==> src/rtl/core/ptz_pkg.sv <==
// shared types and constants of the ptz command frame encoder
package ptz_pkg;

	// frame geometry
	localparam int FRAME_MAX = 11;
	localparam int LEN_W     = 4;

	// protocol codes
	localparam logic [1:0] PROTO_ELEVEN  = 2'd0;
	localparam logic [1:0] PROTO_PELCO_D = 2'd1;
	localparam logic [1:0] PROTO_PELCO_P = 2'd2;
	localparam logic [1:0] PROTO_NONE    = 2'd3;

	// action codes, anything above focus in means stop
	localparam logic [3:0] ACT_PAN_RIGHT = 4'd0;
	localparam logic [3:0] ACT_PAN_LEFT  = 4'd1;
	localparam logic [3:0] ACT_TILT_UP   = 4'd2;
	localparam logic [3:0] ACT_TILT_DOWN = 4'd3;
	localparam logic [3:0] ACT_ZOOM_IN   = 4'd4;
	localparam logic [3:0] ACT_ZOOM_OUT  = 4'd5;
	localparam logic [3:0] ACT_FOCUS_OUT = 4'd6;
	localparam logic [3:0] ACT_FOCUS_IN  = 4'd7;

	// frame lengths
	localparam logic [LEN_W-1:0] LEN_ELEVEN  = 4'd11;
	localparam logic [LEN_W-1:0] LEN_PELCO_D = 4'd7;
	localparam logic [LEN_W-1:0] LEN_PELCO_P = 4'd8;

	// fixed frame bytes
	localparam logic [7:0] SYNC_ELEVEN   = 8'h55;
	localparam logic [7:0] END_ELEVEN    = 8'hAA;
	localparam logic [7:0] CSUM_BASE     = 8'h20;
	localparam logic [7:0] SYNC_PELCO_D  = 8'hFF;
	localparam logic [7:0] STX_PELCO_P   = 8'hA0;
	localparam logic [7:0] ETX_PELCO_P   = 8'hAF;
	localparam logic [7:0] SPD_PAN_ELV   = 8'hB0;
	localparam logic [7:0] SPD_TILT_ELV  = 8'hBF;
	localparam logic [7:0] SPD_LENS_ELV  = 8'h05;
	localparam logic [7:0] SPD_PELCO     = 8'h20;

	// command bit patterns
	localparam logic [7:0] CMD_PAN_RIGHT = 8'h02;
	localparam logic [7:0] CMD_PAN_LEFT  = 8'h04;
	localparam logic [7:0] CMD_TILT_UP   = 8'h08;
	localparam logic [7:0] CMD_TILT_DOWN = 8'h10;
	localparam logic [7:0] CMD_ZOOM_IN   = 8'h20;
	localparam logic [7:0] CMD_ZOOM_OUT  = 8'h40;
	localparam logic [7:0] CMD_FOCUS_A   = 8'h01;
	localparam logic [7:0] CMD_FOCUS_B   = 8'h02;
	localparam logic [7:0] CMD_FOCUS_D   = 8'h80;

	// byte 0 goes out first
	typedef logic [FRAME_MAX-1:0][7:0] frame_bytes_t;

	typedef struct packed {
		frame_bytes_t     bytes;
		logic [LEN_W-1:0] len;
	} frame_t;

endpackage

==> src/rtl/core/ptz_frame_build.sv <==
// builds the complete frame and checksum for one command
module ptz_frame_build import ptz_pkg::*; (
	input  logic [1:0] protocol,
	input  logic [3:0] action,
	input  logic [7:0] target_address,
	output frame_t     frame
);

	frame_bytes_t b;
	logic [7:0]   sum_elv;
	logic [7:0]   sum_d;
	logic [7:0]   xor_p;
	logic [LEN_W-1:0] len;

	// frame body per protocol
	always_comb begin
		b   = '0;
		len = '0;
		case (protocol)
			PROTO_ELEVEN: begin
				len  = LEN_ELEVEN;
				b[0] = SYNC_ELEVEN;
				b[2] = target_address;
				b[9] = END_ELEVEN;
				case (action)
					ACT_PAN_RIGHT: begin b[4] = CMD_PAN_RIGHT; b[5] = SPD_PAN_ELV; end
					ACT_PAN_LEFT:  begin b[4] = CMD_PAN_LEFT;  b[5] = SPD_PAN_ELV; end
					ACT_TILT_UP:   begin b[4] = CMD_TILT_UP;   b[6] = SPD_TILT_ELV; end
					ACT_TILT_DOWN: begin b[4] = CMD_TILT_DOWN; b[6] = SPD_TILT_ELV; end
					ACT_ZOOM_IN:   begin b[4] = CMD_ZOOM_IN;   b[7] = SPD_LENS_ELV; end
					ACT_ZOOM_OUT:  begin b[4] = CMD_ZOOM_OUT;  b[7] = SPD_LENS_ELV; end
					ACT_FOCUS_OUT: begin b[3] = CMD_FOCUS_A;   b[7] = SPD_LENS_ELV; end
					ACT_FOCUS_IN:  begin b[3] = CMD_FOCUS_B;   b[7] = SPD_LENS_ELV; end
					default: ;
				endcase
			end
			PROTO_PELCO_D, PROTO_PELCO_P: begin
				if (protocol == PROTO_PELCO_D) begin
					len  = LEN_PELCO_D;
					b[0] = SYNC_PELCO_D;
				end else begin
					len  = LEN_PELCO_P;
					b[0] = STX_PELCO_P;
					b[6] = ETX_PELCO_P;
				end
				b[1] = target_address;
				case (action)
					ACT_PAN_RIGHT: begin b[3] = CMD_PAN_RIGHT; b[4] = SPD_PELCO; end
					ACT_PAN_LEFT:  begin b[3] = CMD_PAN_LEFT;  b[4] = SPD_PELCO; end
					ACT_TILT_UP:   begin b[3] = CMD_TILT_UP;   b[5] = SPD_PELCO; end
					ACT_TILT_DOWN: begin b[3] = CMD_TILT_DOWN; b[5] = SPD_PELCO; end
					ACT_ZOOM_IN:   b[3] = CMD_ZOOM_IN;
					ACT_ZOOM_OUT:  b[3] = CMD_ZOOM_OUT;
					ACT_FOCUS_OUT: begin
						if (protocol == PROTO_PELCO_D) b[3] = CMD_FOCUS_D;
						else b[2] = CMD_FOCUS_A;
					end
					ACT_FOCUS_IN: begin
						if (protocol == PROTO_PELCO_D) b[2] = CMD_FOCUS_A;
						else b[2] = CMD_FOCUS_B;
					end
					default: ;
				endcase
			end
			default: ;
		endcase
	end

	// checksums, modulo 256 by truncation
	assign sum_elv = CSUM_BASE - (((b[0] + b[2]) + (b[3] + b[4]))
		+ ((b[5] + b[6]) + (b[7] + b[9])));
	assign sum_d   = (b[1] + b[2]) + (b[3] + b[4]) + b[5];
	assign xor_p   = b[1] ^ b[2] ^ b[3] ^ b[4] ^ b[5];

	// place the checksum as the last byte
	always_comb begin
		frame.bytes = b;
		frame.len   = len;
		case (protocol)
			PROTO_ELEVEN:  frame.bytes[10] = sum_elv;
			PROTO_PELCO_D: frame.bytes[6]  = sum_d;
			PROTO_PELCO_P: frame.bytes[7]  = xor_p;
			default: ;
		endcase
	end

endmodule

==> src/rtl/core/ptz_byte_serializer.sv <==
// frame shift register that sends one byte per output beat
module ptz_byte_serializer import ptz_pkg::*; (
	input  logic       clk,
	input  logic       arst_n,
	input  logic       load,
	input  frame_t     frame,
	output logic       free,
	output logic       m_tvalid,
	input  logic       m_tready,
	output logic [7:0] m_tdata,   // frame_byte [7:0]
	output logic       m_tlast
);

	frame_bytes_t     sh_q;
	logic [LEN_W-1:0] rem_q;
	logic             beat;

	assign beat     = m_tvalid && m_tready;
	assign m_tvalid = (rem_q != '0);
	assign m_tlast  = (rem_q == LEN_W'(1));
	assign m_tdata  = sh_q[0];
	// ready for a new frame when empty or the last byte leaves now
	assign free     = !m_tvalid || (m_tlast && m_tready);

	// remaining byte count
	always_ff @(posedge clk or negedge arst_n) begin
		if (!arst_n) begin
			rem_q <= '0;
		end else if (load) begin
			rem_q <= frame.len;
		end else if (beat) begin
			rem_q <= rem_q - LEN_W'(1);
		end
	end

	// byte shift line, payload only
	always_ff @(posedge clk) begin
		if (load) begin
			sh_q <= frame.bytes;
		end else if (beat) begin
			sh_q <= sh_q >> 8;
		end
	end

endmodule

==> src/rtl/core/ptz_command_frame_encoder_unit.sv <==
// top level of the ptz command frame encoder
// Each accepted command beat yields its serial frame on the master side, one byte per
// beat with tlast on the checksum byte: 11 beats for the eleven-byte protocol, 7 for
// Pelco-D, 8 for Pelco-P, none for protocol 3. The output byte shifter sets the rate, and
// a protocol-3 command is dropped from the command register without reaching it. With
// the output idle, an accepted command is held in the command register and then loaded
// into the byte shifter, which presents the first byte. The command register takes the
// next command while the current frame is still being sent, and the next frame follows its
// predecessor with no idle cycle. The block holds no state between commands.
module ptz_command_frame_encoder_unit import ptz_pkg::*; (
	input  logic        clk,
	input  logic        arst_n,
	input  logic        s_tvalid,
	output logic        s_tready,
	input  logic [15:0] s_tdata,   // protocol [1:0], action [5:2], target_address [13:6]
	output logic        m_tvalid,
	input  logic        m_tready,
	output logic [7:0]  m_tdata,   // frame_byte [7:0]
	output logic        m_tlast    // last_byte
);

	logic       valid_s1;
	logic [1:0] protocol_s1;
	logic [3:0] action_s1;
	logic [7:0] target_address_s1;
	logic       s_beat;
	logic       ser_free;
	logic       ser_load;
	logic       s1_done;
	frame_t     frame;

	// command register handshake
	assign s_beat   = s_tvalid && s_tready;
	assign ser_load = valid_s1 && (protocol_s1 != PROTO_NONE) && ser_free;
	assign s1_done  = valid_s1 && ((protocol_s1 == PROTO_NONE) || ser_free);
	assign s_tready = !valid_s1 || s1_done;

	always_ff @(posedge clk or negedge arst_n) begin
		if (!arst_n) begin
			valid_s1 <= 1'b0;
		end else if (s_beat) begin
			valid_s1 <= 1'b1;
		end else if (s1_done) begin
			valid_s1 <= 1'b0;
		end
	end

	// command payload
	always_ff @(posedge clk) begin
		if (s_beat) begin
			protocol_s1       <= s_tdata[1:0];
			action_s1         <= s_tdata[5:2];
			target_address_s1 <= s_tdata[13:6];
		end
	end

	// frame assembly
	ptz_frame_build u_build (
		.protocol       (protocol_s1),
		.action         (action_s1),
		.target_address (target_address_s1),
		.frame          (frame)
	);

	// byte output
	ptz_byte_serializer u_ser (
		.clk      (clk),
		.arst_n   (arst_n),
		.load     (ser_load),
		.frame    (frame),
		.free     (ser_free),
		.m_tvalid (m_tvalid),
		.m_tready (m_tready),
		.m_tdata  (m_tdata),
		.m_tlast  (m_tlast)
	);

	// a frame is only loaded once the previous one is gone or finishing
	a_load_free: assert property (@(posedge clk) disable iff (!arst_n)
		ser_load |-> (!m_tvalid || (m_tlast && m_tready)))
		else $error("frame loaded over a frame in flight");

	// a freshly loaded frame has more than one byte
	a_load_len: assert property (@(posedge clk) disable iff (!arst_n)
		ser_load |=> (m_tvalid && !m_tlast))
		else $error("loaded frame too short");

	// a frame is never cut short
	a_no_cut: assert property (@(posedge clk) disable iff (!arst_n)
		(m_tvalid && m_tready && !m_tlast) |=> m_tvalid)
		else $error("frame ended without last byte");

	// a protocol 3 command never reaches the output
	a_drop_none: assert property (@(posedge clk) disable iff (!arst_n)
		(valid_s1 && (protocol_s1 == PROTO_NONE)) |-> !ser_load)
		else $error("unknown protocol produced a frame");

endmodule
==> config.mk <==
export PLATFORM = sky130hd
export DESIGN_NAME = ptz_command_frame_encoder_unit
export DESIGN_NICKNAME = d
export VERILOG_FILES = /design/src/rtl/core/ptz_pkg.sv /design/src/rtl/core/ptz_frame_build.sv /design/src/rtl/core/ptz_byte_serializer.sv /design/src/rtl/core/ptz_command_frame_encoder_unit.sv
export SDC_FILE = /design/constraint.sdc
export NUM_CORES = 1
export LEC_CHECK = 0
export BUFFER_PORTS_ARGS = -buffer_cell sky130_fd_sc_hd__buf_2
export CORE_ASPECT_RATIO = 2
export CORE_MARGIN = 1
export CORE_UTILIZATION = 45
export CTS_CLUSTER_SIZE = 25
export DETAILED_ROUTE_END_ITERATION = 8
export GPL_TIMING_DRIVEN = 1
export HOLD_SLACK_MARGIN = 0.12
export PLACE_DENSITY = 0.7
export SETUP_SLACK_MARGIN = 0.02
export SLEW_MARGIN = 20
export SYNTH_ARGS = -nofsm -noshare
export SYNTH_HDL_FRONTEND = slang
export SYNTH_SLANG_ARGS = --single-unit
==> constraint.sdc <==
create_clock -name clk -period 6.08 [get_ports clk]
set_clock_uncertainty 0.15 [all_clocks]
set_input_delay 0 -clock clk [delete_from_list [all_inputs] [get_ports clk]]
set_output_delay 0 -clock clk [all_outputs]
set_load 0.02 [all_outputs]
[Word level (Yosys, flattened, before mapping)]
Index checks and enable logic that the tools add are counted.
Storage, ports and cells
  bits in registers: 107
  input port bits: 20
  output and inout port bits: 11
  logic and storage cells: 94
Cells by class
  add/sub/neg operators: 12
  equal/unequal tests: 12
  mux-type cells: 30
  bitwise logic cells: 4
  reduce and logical (&&, ||, !) cells: 20
Operator list (count)
  $mux W88: 2
  $pmux W40 S2: 1
  $add A8 B8 Y8: 9
  $mux W8: 9
  $pmux W8 S7: 1
  $pmux W7 S6: 1
  $pmux W8 S2: 2
  $xor A8 B8 Y8: 4
  $eq A4 B3 Y1 const B: 4
  $mux W4: 3
  $mux W6: 2
  $add A3 B8 Y8: 1
  $eq A4 B1 Y1 const B: 2
  $eq A4 B2 Y1 const B: 2
  $pmux W4 S2: 1
  $sub A6 B8 Y8 const A: 1
  $mux W7: 1
  $logic_and A1 B1 Y1: 6
  $mux W3: 2
  $reduce_or A2 Y1: 3
  $eq A2 B2 Y1 const B: 2
  $logic_not A4 Y1: 1
  $pmux W2 S2: 1
  $reduce_bool A2 Y1: 2
  10 further kinds: 15

[Depth between registers and ports, before layout]
  depth after elaboration: 10
  gate-level depth with buffers: 28

[Cells and area by module]
Synthesis repeated with hierarchy kept, for this count alone.
Second synthesis, totals
  cells, all modules: 600
  area total of the unflattened synthesis: 7277.0 um^2
By module, submodules not included
  ptz_byte_serializer: instances 1, cells an instance 226, area each 4015.1 um^2, seq. area each 2742.6 um^2
  ptz_frame_build: instances 1, cells an instance 352, area each 2775.2 um^2, seq. area each 0.0 um^2
  ptz_command_frame_encoder_unit: instances 1, cells an instance 22, area each 486.7 um^2, seq. area each 445.4 um^2

[Worst setup path after synthesis]
No wires, ideal clock.
  path kind: register to register
  from: register protocol_s1[1]
  to: register u_ser.sh_q[87] in the netlist's numbering (data pin)
  arrival time: 5.944 ns
  setup slack: -0.276 ns
  stages on the path, launching flop included: 29
  buffers on the path: 2
  period minus slack after synthesis: 6.356 ns
  path through: edfxtp_1 inv_1 ha_1 buf_4 inv_1 clkbuf_1 nor2_1 nand2_1 inv_1 ha_1 a21o_1 a21oi_1 xnor2_1 inv_1 fa_1 inv_1 fa_1 inv_1 fa_1 inv_1 fa_1 inv_1 ha_1 o21ai_0 o21bai_1 a21oi_1 xnor2_1 xnor3_1 nor2b_1
Between the ends
  longest elaborated chain between the ends: 10
  elaborated cells between the ends (all ways): 28
  those cells by class: add/sub: 8; eq/ne: 3; mux: 13; reduce/logical: 4
RTL lines
  from (decl): RTL line ptz_command_frame_encoder_unit.sv:23  | logic [1:0] protocol_s1;
  from (signal assigned): RTL line ptz_command_frame_encoder_unit.sv:51  | protocol_s1 <= s_tdata[1:0];
  $eq A2 B1 Y1
  $mux W8 (tied with other cells): RTL line ptz_frame_build.sv:55  | if (protocol == PROTO_PELCO_D) b[3] = CMD_FOCUS_D;
  $pmux W8 S7 or $pmux W8 S2 (tied branches): RTL line ptz_frame_build.sv:47  | case (action)
  $pmux W40 S2: RTL line ptz_frame_build.sv:19  | case (protocol)
  $add A8 B8 Y8 (2 in series): RTL line ptz_frame_build.sv:70  | assign sum_elv = CSUM_BASE - (((b[0] + b[2]) + (b[3] + b[4]))
  $add A8 B8 Y8: RTL line ptz_frame_build.sv:71  | + ((b[5] + b[6]) + (b[7] + b[9])));
  $sub A6 B8 Y8: RTL line ptz_frame_build.sv:70
  $mux W8: RTL line ptz_frame_build.sv:79  | case (protocol)
  $mux W88 (*): RTL line ptz_byte_serializer.sv:38  | if (load) begin
  to (signal assigned): RTL line ptz_byte_serializer.sv:39  | sh_q <= frame.bytes;
  to (signal assigned): RTL line ptz_byte_serializer.sv:41  | sh_q <= sh_q >> 8;
  to (decl): RTL line ptz_byte_serializer.sv:14  | frame_bytes_t sh_q;
Every way passes the cells marked *; elsewhere a longest branch is shown, timed or not.
A chain may end at the register's enable or synchronous reset.

[Worst setup path after layout]
Ends and elaborated chain as after synthesis.

==> impl_metrics.tcl <==
set metrics [dict create \
    p_clk_frac 0.175 \
    vdd_ir_drop_max_uv 203.1 \
    power_switching_mw 1.260 \
    muxShareOfSynthArea 0.002927 \
    use_met3 0.03880 \
    diodes 0 \
    synth-xor-area-share 0.04244 \
    placed_cells 867 \
    place_area_um2 7342 \
    grt_max_degree 76 \
    die_x_um 89.17 \
    finalNetCount 804 \
    min_from "s_tdata[6]" \
    drv_cap 0 \
    clkSinkCount 107 \
    critPathMaxFanout 4 \
    coreArea_um2 14820 \
    synth_area_per_cell_um2 10.54 \
    r2r-end "u_ser.sh_q[87]" \
    dp_hpwl_um 13290 \
    outcome "finished, final reports clean" \
    grt_usage 0.2428 \
    power_mw 3.283 \
    clk_path_buf_depth 2 \
    tns_ns 0 \
    areaGrowthSynthToFinish_pct 16.96 \
    syn-num-nets 744 \
    cts_root_buffer "clkbuf_16" \
    ys_seq_area_frac 0.4544 \
    design.die.area_um2 15720 \
    comb_power_share 0.473 \
    synth-seq-cells 107 \
    switching_share 0.3837 \
    synthArstFlopShare 0.04673 \
    final_cells 909 \
    wl_um 17850 \
    synthesis.area_um2 6839 \
    grt_pass1_wl_um 27500 \
    layout_commonest_cell "edfxtp_1" \
    wl_per_cell_um 19.63 \
    hold_path_depth 2 \
    grt_antenna_before_repair 0 \
    initial_utilization 0.4615 \
    final_util 0.5398 \
    worst-r2r-setup-slack_ns 0.17 \
    insertion_delay_ns 0.36 \
    hp-class "input pin to flip-flop" \
    vias_per_cell 5.608 \
    grt_overflow 0 \
    slew_viol_final 0 \
    gp_congestion 0.9356 \
    io_pins 31 \
    cp_slowest_cell "fa_1" \
    layout.cells.most_common_list "edfxtp_1 (94), nand2_1 (81), inv_1 (61), buf_4 (44), ha_1 (40)" \
    use_met1 0.2574 \
    worstPathArrival_ns 5.86 \
    startpoint_type "flip-flop" \
    synth_top_family_by_area "adder cells" \
    vias 5098 \
    drt_pass1_iterations 5 \
    fin_crit_sh 0.9713 \
    drive_above_1_share 0.1807 \
    slowest_delay_ns 0.59 \
    io_buffers 28 \
    cp-end-kind "flip-flop" \
    cts_tree "built" \
    setup-violations-final 0 \
    reg2regPathDepth 27 \
    hold_end "target_address_s1[0]" \
    yosys.area_share.adder 0.1679 \
    power_density_nw_per_um2 410.4 \
    postRouteAntennaNets 0 \
    htreeDepth 3 \
    slew_headroom 0.3600 \
    rsz0062_at_grt "true" \
    cts.clk_slew.worst_paths_ns 0.08 \
    synth_edf_count 94 \
    yosys_warnings 0 \
    grt_pass1_vias 5316 \
    synth_top_flop_cell "edfxtp_1" \
    synthCells 649 \
    final_area_um2 7999 \
    r2r_start "protocol_s1[1]" \
    period_needed_ns 5.905 \
    intPower_mw 2.023 \
    fp.dieH_um 176.3 \
    leakage_nw 3.457 \
    busiest_layer "met2" \
    yosysUniqueCellTypes 50 \
    drc 0 \
    synth_compound_area_frac 0.1275 \
    tightest_slew_ns 0.9601 \
    synth-simple-area-share 0.1361 \
    numCtsBuffers 9 \
    path_common_cell "inv_2" \
    critPathKind "flip-flop to flip-flop" \
    drtIter0Drc 404 \
    fp-row-count 63 \
    use_met2 0.4230 \
    hold_viol 0 \
    p_seq_frac 0.351 \
    critPathRequiredTime_ns 6.04 \
    maxClockFrequency_mhz 169.3 \
]
==> worst max-delay path by stage <==
stage	start	endpoint	slack [ns]	depth (start not counted)
6_report	protocol_s1[1]	u_ser.sh_q[87]	0.17	27
5_1_grt	protocol_s1[1]	u_ser.sh_q[87]	-0.09	27
4_1_cts	protocol_s1[0]	u_ser.sh_q[87]	0.02	25
3_5_place_dp	protocol_s1[1]	u_ser.sh_q[87]	-0.01	25
3_3_place_gp	protocol_s1[0]	u_ser.sh_q[87]	0.09	27
2_1_floorplan	protocol_s1[0]	u_ser.sh_q[87]	0.04	27
==> flip-flops by register name, summed over array words and instances, names as in the netlist <==
name,flops
u_ser.rem_q,4
protocol_s1,2
target_address_s1,8
valid_s1,1
u_ser.m_tdata,8
u_ser.sh_q,80
action_s1,4
==> cell families (layout without fill, tap and decap cells) <==
group	Yosys count	count (layout)
adders and majority gates	75	75
DFF	107	107
AOI/OAI and AO/OA	128	128
muxes	2	2
buffers and inverters	111	176
xor gates and xnor gates	30	30
and+or+nand+nor	196	196
==> critical path, delay by kind of cell (launching register included) <==
kind	cells	cell delay, ns
adder cells (fa/ha/maj)	7	2.72
AO/OA/AOI/OAI	5	0.65
AND/OR/NAND/NOR	4	0.60
buffers and inverters	8	0.56
XOR/XNOR	3	0.53
flip-flops	1	0.44
==> power groups by stage <==
stage / Sequential, mW / Clock [mW] / Combinational [mW]
floorplan: 1.14 / 0 / 1.03
global placement: 1.16 / 0 / 1.30
detailed placement: 1.16 / 0 / 1.36
CTS: 1.15 / 0.581 / 1.39
global route: 1.17 / 0.601 / 1.71
finish: 1.15 / 0.576 / 1.55
==> layout make-up <==
cell class | instances | area [um^2]
inverter | 69 | 259.0
clock buffer | 9 | 225.2
clock inverter | 7 | 57.56
tap | 195 | 244.0
multi-input combinational | 431 | 3443
fill | 1357 | 6820
sequential | 107 | 3108
timing repair buffer | 91 | 661.9
==> stage by stage <==
stage	hold WS, ns	setup slack (ns)
detailed placement	-0.3274	-0.01229
floorplan	-0.4456	0.03532
global route	0.1904	-0.08603
CTS	0.1845	0.02148
global placement	-0.3329	0.09395
finish	0.1954	0.1747
==> what timing repair did <==
item / CTS / global route
setup endpoints to repair: 1 / 2
setup buffers: 2 / 6
hold buffers: 18 / 0
gates resized for setup: 4 / 27
hold endpoints to repair: 21 / 0
pin swaps: 5 / 22
==> per-layer routing <==
metal / routed length (um) / part of all wire / vias to the layer above
met2: 9593 / 0.54 / 180
met3: 733 / 0.041 / 55
met1: 6298 / 0.35 / 2502
met5: 0 / 0 / -
met4: 1220 / 0.068 / 0
li1: - / - / 2361
==> synth_stat cells (9+ instances only) <==
library cell / count / share of area
ha_1: 47 / 0.086
a21oi_1: 21 / 0.015
nor2_1: 35 / 0.019
and2_1: 12 / 0.011
edfxtp_1: 94 / 0.41
nand2b_1: 13 / 0.012
inv_1: 69 / 0.038
fa_1: 28 / 0.082
buf_2: 9 / 0.0066
nand2_1: 84 / 0.046
and3_1: 14 / 0.013
o21ai_0: 37 / 0.027
buf_4: 11 / 0.012
nor3_1: 10 / 0.0073
clkbuf_1: 22 / 0.012
a32o_1: 12 / 0.018
a22o_1: 17 / 0.022
xnor2_1: 22 / 0.028
No activity file was read; power rests on OpenSTA's default activity.
